`config.mk`:
```
export PLATFORM = sky130hd
export DESIGN_NAME = gisd_update
export DESIGN_NICKNAME = d
export VERILOG_FILES = /design/src/rtl/core/gisd_pkg.sv /design/src/rtl/core/gisd_update.sv
export SDC_FILE = /design/constraint.sdc
export NUM_CORES = 2
export LEC_CHECK = 0
export BUFFER_PORTS_ARGS = -buffer_cell sky130_fd_sc_hd__buf_2
export CORE_ASPECT_RATIO = 0.6
export CORE_MARGIN = 5
export CORE_UTILIZATION = 45
export DETAILED_ROUTE_END_ITERATION = 10
export GPL_TIMING_DRIVEN = 1
export PLACE_DENSITY_LB_ADDON = 0.15
export SLEW_MARGIN = 25
export SYNTH_ARGS = -nofsm -noshare
export SYNTH_HDL_FRONTEND = slang
export SYNTH_SLANG_ARGS = --single-unit
```
`constraint.sdc`:
```
create_clock -name clk -period 14.1 [get_ports clk]
set_input_delay 2.82 -clock clk [delete_from_list [all_inputs] [get_ports clk]]
set_output_delay 2.82 -clock clk [all_outputs]
set_load 0.005 [all_outputs]
```
`src/rtl/core/gisd_pkg.sv`:
```
`default_nettype none
package gisd_pkg;

  localparam int NODES = 64;
  localparam int IDX_W = $clog2(NODES);
  localparam int CNT_W = IDX_W + 1;
  localparam int VAL_W = 24;
  localparam int VEL_W = 48;
  localparam int ACC_W = 30;

  localparam logic [1:0] MODE_EDGE = 2'd0;
  localparam logic [1:0] MODE_WRITE = 2'd1;
  localparam logic [1:0] MODE_RUN = 2'd2;
  localparam logic [1:0] MODE_READ = 2'd3;

  localparam logic [2:0] CFG_NODE_COUNT = 3'd0;
  localparam logic [2:0] CFG_STEPS = 3'd1;
  localparam logic [2:0] CFG_STEP_SIZE = 3'd2;
  localparam logic [2:0] CFG_MOMENTUM = 3'd3;
  localparam logic [2:0] CFG_OVERLAP = 3'd4;
  localparam logic [2:0] CFG_COMPLEMENT = 3'd5;

  localparam logic signed [VAL_W-1:0] HALF_Q16 = 24'sd32768;
  localparam logic signed [VAL_W-1:0] ONE_Q16 = 24'sd65536;

  typedef struct packed {
    logic signed [VAL_W-1:0] val;
    logic [IDX_W-1:0]        idx;
    logic                    mask;
  } gisd_tok_t;

  typedef struct packed {
    logic                    load;
    logic                    shift;
    logic                    acc_clr;
    logic                    acc_en;
    logic                    chk_en;
    logic [CNT_W-1:0]        n;
    logic                    edge_we;
    logic [IDX_W-1:0]        edge_a;
    logic [IDX_W-1:0]        edge_b;
    logic                    edge_bit;
    logic                    val_we;
    logic                    vel_we;
    logic [IDX_W-1:0]        sel;
    logic signed [VAL_W-1:0] val_data;
    logic signed [VEL_W-1:0] vel_data;
    logic                    best_we;
  } gisd_ctl_t;

  typedef struct packed {
    logic signed [VAL_W-1:0] val;
    logic signed [VEL_W-1:0] vel;
    logic signed [ACC_W-1:0] near;
    logic signed [ACC_W-1:0] far;
    logic                    mask;
    logic                    bad;
    logic                    best;
  } gisd_cell_st_t;

endpackage
`default_nettype wire

```
`src/rtl/core/gisd_update.sv`:
```
`default_nettype none
module gisd_update (
  input  wire logic                           clk,
  input  wire logic                           rst,
  input  wire logic                           start,
  input  wire logic signed [gisd_pkg::VAL_W-1:0] val,
  input  wire logic signed [gisd_pkg::VEL_W-1:0] vel,
  input  wire logic signed [gisd_pkg::ACC_W-1:0] near,
  input  wire logic signed [gisd_pkg::ACC_W-1:0] far,
  input  wire logic [31:0]                    step_size,
  input  wire logic [15:0]                    momentum_factor,
  input  wire logic [11:0]                    overlap_weight,
  input  wire logic [7:0]                     complement_weight,
  output logic                                done,
  output logic signed [gisd_pkg::VAL_W-1:0]   new_val,
  output logic signed [gisd_pkg::VEL_W-1:0]   new_vel
);

  localparam logic [3:0] PH_IDLE = 4'd0;
  localparam logic [3:0] PH_GRAD = 4'd1;
  localparam logic [3:0] PH_MVEL = 4'd2;
  localparam logic [3:0] PH_T1 = 4'd3;
  localparam logic [3:0] PH_MGRAD = 4'd4;
  localparam logic [3:0] PH_T2 = 4'd5;
  localparam logic [3:0] PH_SUM = 4'd6;
  localparam logic [3:0] PH_VAL = 4'd7;

  localparam logic signed [64:0] VEL_MAX = 65'sd140737488355327;
  localparam logic signed [64:0] VEL_MIN = -65'sd140737488355328;
  localparam logic signed [49:0] DIFF_ONE = 50'sd4294967296;

  logic [3:0]         ph;
  logic [1:0]         k;
  logic signed [42:0] p_near;
  logic signed [38:0] p_far;
  logic signed [43:0] grad;
  logic [47:0]        mag;
  logic [31:0]        fac;
  logic [79:0]        acc;
  logic               neg;
  logic signed [63:0] term1;
  logic signed [63:0] term2;

  logic [15:0]        chunk;
  logic [47:0]        pp;
  logic [79:0]        pp_sh;
  logic signed [63:0] term;
  logic signed [64:0] vsum;
  logic signed [49:0] diff;
  logic signed [47:0] grad_ext;

  always_comb begin
    case (k)
      2'd0: chunk = mag[15:0];
      2'd1: chunk = mag[31:16];
      default: chunk = mag[47:32];
    endcase
    pp = chunk * fac;
    case (k)
      2'd0: pp_sh = {32'b0, pp};
      2'd1: pp_sh = {16'b0, pp, 16'b0};
      default: pp_sh = {pp, 32'b0};
    endcase
    term = neg ? -$signed(acc[79:16]) : $signed(acc[79:16]);
    vsum = {term1[63], term1} + {term2[63], term2};
    diff = {{10{val[gisd_pkg::VAL_W-1]}}, val, 16'h0} - {{2{new_vel[47]}}, new_vel};
    grad_ext = {{4{grad[43]}}, grad};
  end

  always_ff @(posedge clk) begin
    if (rst) begin
      ph <= PH_IDLE;
      done <= 1'b0;
    end else begin
      done <= 1'b0;
      unique case (ph)
        PH_IDLE: begin
          if (start) begin
            ph <= PH_GRAD;
          end
        end
        PH_GRAD: ph <= PH_MVEL;
        PH_MVEL: if (k == 2'd2) ph <= PH_T1;
        PH_T1: ph <= PH_MGRAD;
        PH_MGRAD: if (k == 2'd2) ph <= PH_T2;
        PH_T2: ph <= PH_SUM;
        PH_SUM: ph <= PH_VAL;
        PH_VAL: begin
          ph <= PH_IDLE;
          done <= 1'b1;
        end
        default: ph <= PH_IDLE;
      endcase
    end
  end

  always_ff @(posedge clk) begin
    case (ph)
      PH_IDLE: begin
        p_near <= $signed({1'b0, overlap_weight}) * near;
        p_far <= $signed({1'b0, complement_weight}) * far;
      end
      PH_GRAD: begin
        grad <= {p_near[42], p_near} - {{5{p_far[38]}}, p_far} - 44'sd65536;
        mag <= vel[47] ? 48'(-vel) : 48'(vel);
        neg <= vel[47];
        fac <= {16'b0, momentum_factor};
        acc <= '0;
        k <= 2'd0;
      end
      PH_MVEL, PH_MGRAD: begin
        acc <= acc + pp_sh;
        k <= k + 2'd1;
      end
      PH_T1: begin
        term1 <= term;
        mag <= grad[43] ? 48'(-grad_ext) : 48'(grad_ext);
        neg <= grad[43];
        fac <= step_size;
        acc <= '0;
        k <= 2'd0;
      end
      PH_T2: term2 <= term;
      PH_SUM: begin
        if (vsum > VEL_MAX) begin
          new_vel <= VEL_MAX[47:0];
        end else if (vsum < VEL_MIN) begin
          new_vel <= VEL_MIN[47:0];
        end else begin
          new_vel <= vsum[47:0];
        end
      end
      PH_VAL: begin
        if (diff <= 50'sd0) begin
          new_val <= '0;
        end else if (diff >= DIFF_ONE) begin
          new_val <= gisd_pkg::ONE_Q16;
        end else begin
          new_val <= {8'b0, diff[31:16]};
        end
      end
      default: ;
    endcase
  end

endmodule
`default_nettype wire

```
==> impl_metrics.ini <==
[route]
drt_wl_total_mm = 198
via_count = 53100
ant_nets = 0
drt_first_pass_iters = 6
drcViolationCount = 0
drt_iter0_markers = 4448
wl_per_cell_um = 20.3
vias_per_cell = 5.44

[placed_design]
gp_congestion = 0.937
place_area_sq_um = 72700
dp_hpwl_mm = 163
io_buffer_count = 268
dp_cells = 9644

[worst_setup_path]
critPathKind = flop to flop
endpoint_kind = flop
max_stage_delay_ps = 650
cpMaxStageDelayCell = nor2_2
crit_fanout = 53
arrival_ps = 13490
start_kind = flop
critical-path-top-delay-family = compound AO/OA/AOI/OAI gates
critPathBufInv = 7
required_ps = 14550

[timing]
fin_setup_tns_ps = 0
fmax_mhz = 76.7
finalHoldViolations = 0
final-setup-viol-count = 0
skew_ps = 42.8
rsz0062_at_grt = false
drv_slew = 0
worst-slew-pin-transition_ps = 1120
finalCriticalPeriod_ps = 13040
post-route-period-util = 0.925
slew_headroom = 0.248

[layout]
nFillCells = 14700
final_cell_mix = inv_1, fa_1, nand2_1
multiInputGateArea_sq_um = 49200
nets = 9356
layout_commonest_cell = inv_1
stdcell_count = 9756
design_area_sq_um = 74800
regArea_sq_um = 14600
layout-drive-gt1-share = 0.0643
area_growth_pct = 7.59

[global_route]
antenna_found_initial = 11
grt_pass1_wl_mm = 315
track_usage = 0.246
grt_pass1_vias = 53900
gr-total-overflow = 0
grt_max_degree = 88

[cts]
post_cts.repair.setup_buffers = 0
postCtsHoldBufs = 0
clockRootBuffer = clkbuf_16
clk_latency_ps = 690
h-tree-depth = 2
cts_made_buffers = 56
cts_resized = 0
path_clk_slew_ps = 70
cts_tree = built
clockBufferDepth = 3
cts_sinks = 486

[logic_synthesis]
postSynth.asyncResetShare = 0
ys_seq_elements = 486
synth-main-ff-cell = edfxtp_1
yosys_warnings = 0
syn_area_sq_um = 69500
syn_avg_cell_area_sq_um = 9.15
yosysSeqAreaShare = 0.209
synth_cells = 7594
synthDistinctLibCells = 82
synth_edf_count = 482

[job]
drv_cap = 0

[die]
dieArea_sq_um = 163000
core_region_area_sq_um = 153000
die_w_um = 517
io-pin-count = 276
dieHeight_um = 314
num_rows = 111
start_util = 0.454

[min_path]
hold_path.class = flop to flop

[outcome]
status = complete, no violations
## synth_stat cells (all sizes together), types with 26 or more instances
cell	instances	area, sq um
o21a	42	315
and2	572	3580
nand2	911	3420
nor4	26	163
nand3	73	365
nor2	343	1290
or2	27	171
inv	1257	4720
o21ai	295	1480
a21o	188	1410
a31oi	36	225
and3	54	338
o21bai	56	420
clkbuf	304	1140
nand4	55	350
or4	28	225
or3	28	180
nand2b	54	338
ha	560	7010
edfxtp	482	14500
fa	925	18500
a211oi	39	293
o31ai	57	443
nor2b	41	257
nor3	86	430
xnor2	287	2510
a21oi	348	1740
xor2	162	1420
o41ai	28	253
## cell families after synthesis
family	share of synthesized area
AOI/OAI and AO/OA	0.116
xor gates and xnor gates	0.0566
other	0.0000540
buffers and inverters	0.0855
and+or+nand+nor	0.164
muxes	0.000738
adders and majority gates	0.367
DFF	0.209
## stage by stage
| stage | setup slack, ps | hold slack [ps] | util |
|---|---|---|---|
| 5_1_grt | 183 | 639 | 0.488 |
| 3_5_place_dp | 612 | 585 | 0.475 |
| 3_3_place_gp | 801 | 573 | 0.475 |
| 4_1_cts | 588 | 597 | 0.488 |
| 6_report | 1060 | 602 | 0.488 |
| 2_1_floorplan | 319 | 491 | - |
## final timing paths
kind | startpoint | to | slack, ps | cells past startpoint
worst max register to register | k[1] | acc[76] | 1060 | 45
worst min-delay path | ph[2] | ph[2] | 600 | 2
worst min register to register | ph[2] | ph[2] | 600 | 2
worst max-delay path | k[1] | acc[76] | 1060 | 45
## sequential cells by signal (all words and copies together), names as in the netlist
register,flops
acc,80
term1,64
term2,64
mag,48
new_vel,48
grad,44
p_near,43
p_far,39
fac,32
new_val,17
ph,3
k,2
done,1
neg,1
## metal layers
metal  share of wire  wire (um)  track usage
met4           0.016       3170       0.0399
met2            0.42      83900        0.360
met1            0.48      96300        0.381
met3           0.076      15100       0.0490
met5         0.00040         80            0
## cell type report
class | instances | share of cell area
repair buffers | 326 | 0.0241
multi-input cells | 5540 | 0.657
inverters | 1258 | 0.0633
well taps | 2034 | 0.0340
flip-flops and latches | 486 | 0.195
diodes | 8 | 0.000268
clock inverters | 37 | 0.00686
clock buffers | 67 | 0.0193
## worst register-to-register path, delay by kind of cell, from the launching register on
kind,cells,cell delay [ps]
muxes,1,210
buffers and inverters,7,1290
DFF,1,390
adders and majority gates,9,4060
xor gates and xnor gates,1,210
and+or+nand+nor,6,1430
AOI/OAI and AO/OA,21,5250
Power is not shown: default switching activity piles up to over one toggle a cycle in this logic, so the estimate is an artifact.
