`src/rtl/core/gisd_pkg.sv`:
```
`default_nettype none
package gisd_pkg;

  localparam int NODES = 64;
  localparam int IDX_W = $clog2(NODES);
  localparam int CNT_W = IDX_W + 1;
  localparam int VAL_W = 24;
  localparam int VEL_W = 48;
  localparam int ACC_W = 30;

  localparam logic [1:0] MODE_EDGE = 2'd0;
  localparam logic [1:0] MODE_WRITE = 2'd1;
  localparam logic [1:0] MODE_RUN = 2'd2;
  localparam logic [1:0] MODE_READ = 2'd3;

  localparam logic [2:0] CFG_NODE_COUNT = 3'd0;
  localparam logic [2:0] CFG_STEPS = 3'd1;
  localparam logic [2:0] CFG_STEP_SIZE = 3'd2;
  localparam logic [2:0] CFG_MOMENTUM = 3'd3;
  localparam logic [2:0] CFG_OVERLAP = 3'd4;
  localparam logic [2:0] CFG_COMPLEMENT = 3'd5;

  localparam logic signed [VAL_W-1:0] HALF_Q16 = 24'sd32768;
  localparam logic signed [VAL_W-1:0] ONE_Q16 = 24'sd65536;

  typedef struct packed {
    logic signed [VAL_W-1:0] val;
    logic [IDX_W-1:0]        idx;
    logic                    mask;
  } gisd_tok_t;

  typedef struct packed {
    logic                    load;
    logic                    shift;
    logic                    acc_clr;
    logic                    acc_en;
    logic                    chk_en;
    logic [CNT_W-1:0]        n;
    logic                    edge_we;
    logic [IDX_W-1:0]        edge_a;
    logic [IDX_W-1:0]        edge_b;
    logic                    edge_bit;
    logic                    val_we;
    logic                    vel_we;
    logic [IDX_W-1:0]        sel;
    logic signed [VAL_W-1:0] val_data;
    logic signed [VEL_W-1:0] vel_data;
    logic                    best_we;
  } gisd_ctl_t;

  typedef struct packed {
    logic signed [VAL_W-1:0] val;
    logic signed [VEL_W-1:0] vel;
    logic signed [ACC_W-1:0] near;
    logic signed [ACC_W-1:0] far;
    logic                    mask;
    logic                    bad;
    logic                    best;
  } gisd_cell_st_t;

endpackage
`default_nettype wire

```
`src/rtl/core/gisd_cell.sv`:
```
`default_nettype none
module gisd_cell (
  input  wire logic                    clk,
  input  wire logic                    rst,
  input  wire logic [gisd_pkg::IDX_W-1:0] cell_id,
  input  wire gisd_pkg::gisd_ctl_t     ctl,
  input  wire gisd_pkg::gisd_tok_t     tok_in,
  output gisd_pkg::gisd_tok_t          tok,
  output gisd_pkg::gisd_cell_st_t      st
);

  logic signed [gisd_pkg::VAL_W-1:0] val;
  logic signed [gisd_pkg::VEL_W-1:0] vel;
  logic [gisd_pkg::NODES-1:0]        adj;
  logic signed [gisd_pkg::ACC_W-1:0] near;
  logic signed [gisd_pkg::ACC_W-1:0] far;
  logic                              hits;
  logic                              best;
  logic                              active;
  logic                              mask;
  logic                              tok_ok;
  logic signed [gisd_pkg::ACC_W-1:0] tok_ext;

  assign active = {1'b0, cell_id} < ctl.n;
  assign mask = active && (val > gisd_pkg::HALF_Q16);
  assign tok_ok = (tok.idx != cell_id) && ({1'b0, tok.idx} < ctl.n);
  assign tok_ext = {{(gisd_pkg::ACC_W-gisd_pkg::VAL_W){tok.val[gisd_pkg::VAL_W-1]}}, tok.val};

  always_ff @(posedge clk) begin
    if (ctl.load) begin
      tok <= '{val: val, idx: cell_id, mask: mask};
    end else if (ctl.shift) begin
      tok <= tok_in;
    end
    if (ctl.acc_clr) begin
      near <= '0;
      far <= '0;
      hits <= 1'b0;
    end else begin
      if (ctl.acc_en && tok_ok) begin
        if (adj[tok.idx]) begin
          near <= near + tok_ext;
        end else begin
          far <= far + tok_ext;
        end
      end
      if (ctl.chk_en && tok_ok && tok.mask && adj[tok.idx]) begin
        hits <= 1'b1;
      end
    end
    if (ctl.val_we && ctl.sel == cell_id) begin
      val <= ctl.val_data;
    end
  end

  always_ff @(posedge clk) begin
    if (rst) begin
      vel <= '0;
      adj <= '0;
      best <= 1'b0;
    end else begin
      if (ctl.vel_we && ctl.sel == cell_id) begin
        vel <= ctl.vel_data;
      end
      if (ctl.edge_we && ctl.edge_a == cell_id) begin
        adj[ctl.edge_b] <= ctl.edge_bit;
      end
      if (ctl.edge_we && ctl.edge_b == cell_id) begin
        adj[ctl.edge_a] <= ctl.edge_bit;
      end
      if (ctl.best_we) begin
        best <= mask;
      end
    end
  end

  assign st = '{val: val, vel: vel, near: near, far: far, mask: mask,
                bad: active && (mask ? hits : !hits), best: best};

endmodule
`default_nettype wire

```
`config.mk`:
```
export PLATFORM = sky130hd
export DESIGN_NAME = gisd_cell
export DESIGN_NICKNAME = d
export VERILOG_FILES = /design/src/rtl/core/gisd_pkg.sv /design/src/rtl/core/gisd_cell.sv
export SDC_FILE = /design/constraint.sdc
export NUM_CORES = 1
export LEC_CHECK = 0
export BUFFER_PORTS_ARGS = -buffer_cell sky130_fd_sc_hd__buf_2
export CAP_MARGIN = 15
export CORE_ASPECT_RATIO = 0.6
export CORE_MARGIN = 5
export CORE_UTILIZATION = 59
export CTS_BUF_LIST = sky130_fd_sc_hd__clkbuf_16
export DETAILED_ROUTE_END_ITERATION = 6
export PLACE_DENSITY = 0.91
export SLEW_MARGIN = 40
export SYNTH_ARGS = -nofsm -noshare
export SYNTH_HDL_FRONTEND = slang
export SYNTH_SLANG_ARGS = --single-unit
```
`constraint.sdc`:
```
create_clock -name clk -period 7.11 [get_ports clk]
set_clock_uncertainty 0.2 [all_clocks]
set_input_delay 0.3555 -clock clk [delete_from_list [all_inputs] [get_ports clk]]
set_output_delay 0.3555 -clock clk [all_outputs]
set_load 0.02 [all_outputs]
```
==> impl_results.rst <==
.. list-table::
   :header-rows: 1

   * - Metric
     - Value
   * - Worst Setup EP
     - near[29]
   * - Main area contributors after synthesis
     - sky130_fd_sc_hd__dfxtp_1, sky130_fd_sc_hd__edfxtp_1, sky130_fd_sc_hd__mux2i_1
   * - Per-instance average area after synthesis
     - 9.32 sq um
   * - Max Clk Rate
     - 273 MHz
   * - Synthesized flop and latch total
     - 229
   * - Buffer cell driving the clock tree root
     - sky130_fd_sc_hd__clkbuf_16
   * - Endpoints failing setup
     - 0
   * - Leakage power summed over all cells
     - 7.45 nW
   * - Worst reg2reg endpoint
     - near[29]
   * - Vias per cell
     - 6.32
   * - Worst min-delay path class
     - primary input to flip-flop
   * - Violations in the final reports
     - DRC
   * - DRT Wirelength
     - 47,700 microns
   * - Routability congestion estimate from global placement
     - 1.01
   * - Register area share after synthesis
     - 0.390
   * - Fraction of synthesized area in multiplexers
     - 0.141
   * - Internal reg-to-reg setup slack
     - 3440 ps
   * - Actual transition at the worst max-transition pin
     - 798 ps
   * - Setup repair after global routing missed its margin
     - false
   * - Layout Nets
     - 2,006
   * - Critical setup path kind
     - flip-flop to flip-flop
   * - Synth Area in Compound Gates
     - 0.161
   * - Drt drc
     - 2
   * - Sink count of the clock tree
     - 229
   * - Slew headroom
     - 0.468
   * - Pwr/cell area
     - 215 nW/um^2
   * - CP endpoint kind
     - flip-flop
   * - Crit share post-route
     - 0.516
   * - Simple-gate area share of the yosys netlist
     - 0.156
   * - Total of warnings raised by yosys
     - 0
   * - Most used standard cell by instance count after synthesis
     - sky130_fd_sc_hd__nor2_1
   * - Number of antenna violations at the first check in global routing
     - 5
   * - Fraction of final layout cells sized beyond drive strength 1
     - 0.240
   * - Gr ovfl total
     - 0
   * - Ys async rst share
     - 0
   * - Total number of vias
     - 13,237
   * - Proportion of power drawn by the clock network
     - 0.343
   * - Fin Hold WS
     - 114 ps
   * - Final HPWL from detailed placement
     - 32,400 microns
   * - Start point of the critical path
     - tok[15]
   * - Area growth, synth to finish
     - 27.0%
   * - WL/cell
     - 22.8 microns
   * - Number of iterations in the first detailed-routing pass
     - 7
   * - Post-route total power
     - 3.58 mW
   * - Total nets after synthesis
     - 1,628
   * - Area of the die
     - 25,500 sq um
   * - Met2 WL
     - 20,200 microns
   * - Highest routed layer
     - met5
   * - Clock-pin slew reported for the worst setup and hold paths after clock tree synthesis
     - 70 ps
   * - Top-area cell type share of the netlist area
     - 0.265
   * - Number of top-level design ports
     - 312
   * - Hold Vio Cnt, Final
     - 0
   * - CP arrival
     - 3890 ps
   * - Residual antenna-violating net count after detailed routing
     - 0
   * - Die W
     - 203 microns
   * - Global-route wire length before repair
     - 72,400 microns
   * - Switching power total
     - 1.15 mW
   * - Tot GR Track Use
     - 0.356
   * - Commonest register cell after synthesis
     - sky130_fd_sc_hd__dfxtp_1
   * - Core region area
     - 22,000 sq um
   * - Total number of placement rows
     - 42
   * - Final-report max-slew violation count
     - 0
   * - Effective utilization at floorplan
     - 0.599
   * - Number of cells produced by synthesis
     - 1,412
   * - Portion of total power attributed to combinational logic
     - 0.246
   * - Max Cap Viol
     - 0
   * - Height of the die
     - 126 microns
   * - RR Startpoint
     - tok[15]
   * - Clk Latency, worst-skew pair
     - 530 ps
   * - Number of buffers created by CTS
     - 23
   * - Clk buf depth
     - 3
   * - Run status
     - finished with violations
   * - Vias in the first global route
     - 12,765
   * - Clock period minus final worst setup slack
     - 3670 ps
   * - Number of buffers inserted by port buffering
     - 311
   * - Worst Path Max Fanout
     - 7
   * - Clock H-tree levels
     - 1
   * - Maximum number of pins on one net before global-route repair
     - 102
   * - Cell type contributing the most total cell area after synthesis
     - sky130_fd_sc_hd__dfxtp_1
   * - Data required time at the worst endpoint
     - 7340 ps
   * - Met3 Wirelength
     - 6100 microns
   * - Fraction of the mapped netlist area in adder cells
     - 0.0677
   * - Area share of xor/xnor cells in the synthesized design
     - 0.0453
   * - Number of violations reported at the end of detailed-routing iteration 0
     - 1,422
   * - Sw Share
     - 0.322
   * - Worst-case reg-to-reg path depth
     - 10
   * - CTS tree
     - built
   * - M1 WL
     - 18,900 microns
   * - Largest family of logic cells by synthesized area
     - compound AO/OA/AOI/OAI gates
   * - Peak VDD IR
     - 0.166 mV
   * - Setup crit start kind
     - flip-flop
   * - Internal portion of total power
     - 2.43 mW
   * - Sequential share of power
     - 0.412
   * - EDFF count, synth
     - 55
   * - Number of distinct standard cells referenced by the synthesized netlist
     - 72
   * - Most frequent cells after synthesis
     - sky130_fd_sc_hd__nor2_1, sky130_fd_sc_hd__dfxtp_1, sky130_fd_sc_hd__nand2_1, sky130_fd_sc_hd__a21oi_1, sky130_fd_sc_hd__mux2i_1
   * - Final TNS setup
     - 0 ps
   * - Mapped Area
     - 13,200 sq um
routing by layer:
metal  vias to the layer above  track usage
met5                         -            0
met2                       978        0.528
li1                       5869            -
met4                         4        0.152
met3                       195        0.101
met1                      6191        0.491
timing repair:
| item | 4_1_cts | 5_1_grt |
|---|---|---|
| buffers inserted | 0 | 0 |
| gates resized for setup | 0 | 0 |
| hold endpoints to repair | 104 | 0 |
| hold buffers | 116 | 0 |
through the flow:
stage	utilization	area, sq um	cells	worst slack [ps]
after floorplan	-	13200	1412	4020
after global placement	0.670	14700	1932	3280
after detailed placement	0.672	14800	1932	3160
after CTS	0.759	16700	2089	3150
final	0.760	16700	2095	3440
after global routing	0.760	16700	2095	3320
cell usage in the layout, fill, tap and decap left out, drive strengths merged, types with 32 or more instances in the layout:
master / instances
buf: 322
edfxtp: 55
a21oi: 114
o22ai: 42
xor2: 32
xnor2: 36
mux2: 34
dfxtp: 174
dlygate4sd3: 116
ha: 68
nand2: 136
inv: 38
mux2i: 106
a21o: 38
nor2: 179
cell families (layout without fill, tap and decap cells):
family | count (synthesis) | count (layout)
flops | 229 | 229
buf+inv | 115 | 509
xor+xnor | 68 | 68
other cells | 0 | 3
simple gates | 449 | 449
compound gates | 323 | 323
fa+ha+maj | 70 | 70
mux | 158 | 158
flip-flops by register name (all words and copies together) (netlist names):
signal	cells
adj	64
vel	48
tok	31
far	30
near	30
val	24
best	1
hits	1
critical path, stage by stage (launching register included):
cell	delay, ps
sky130_fd_sc_hd__edfxtp_1	580
sky130_fd_sc_hd__ha_1	490
sky130_fd_sc_hd__nand3_1	140
sky130_fd_sc_hd__nor4_1	330
sky130_fd_sc_hd__a211oi_1	140
sky130_fd_sc_hd__o41ai_1	580
sky130_fd_sc_hd__a21oi_1	160
sky130_fd_sc_hd__nor2_1	230
sky130_fd_sc_hd__a31oi_1	150
sky130_fd_sc_hd__mux2i_1	200
sky130_fd_sc_hd__mux2_2	350
final cells by class:
class / count / area, sq um
multi-input cells: 1068 / 7530
fillers: 1465 / 5260
flip-flops and latches: 229 / 5130
repair buffers: 438 / 2820
clock buffers: 26 / 651
well taps: 286 / 358
inverters: 30 / 113
clock inverters: 15 / 91.3
diodes: 3 / 7.51
power groups by stage:
stage | clock [mW] | combinational [mW] | sequential, mW
2_1_floorplan | 0 | 0.529 | 1.53
3_3_place_gp | 0 | 0.767 | 1.50
3_5_place_dp | 0 | 0.792 | 1.51
4_1_cts | 1.23 | 0.846 | 1.48
5_1_grt | 1.29 | 0.950 | 1.48
6_report | 1.23 | 0.881 | 1.48
how the worst min path moves through the flow:
| stage | from | cells after the start | endpoint |
|---|---|---|---|
| floorplan | ctl[49] | 0 | val[0] |
| global placement | vel[35] | 2 | vel[35] |
| detailed placement | vel[38] | 2 | vel[38] |
| CTS | ctl[79] | 4 | vel[15] |
| global route | cell_id[0] | 2 | tok[1] |
| finish | cell_id[0] | 2 | tok[1] |
No activity file was read; power rests on OpenSTA's default activity.
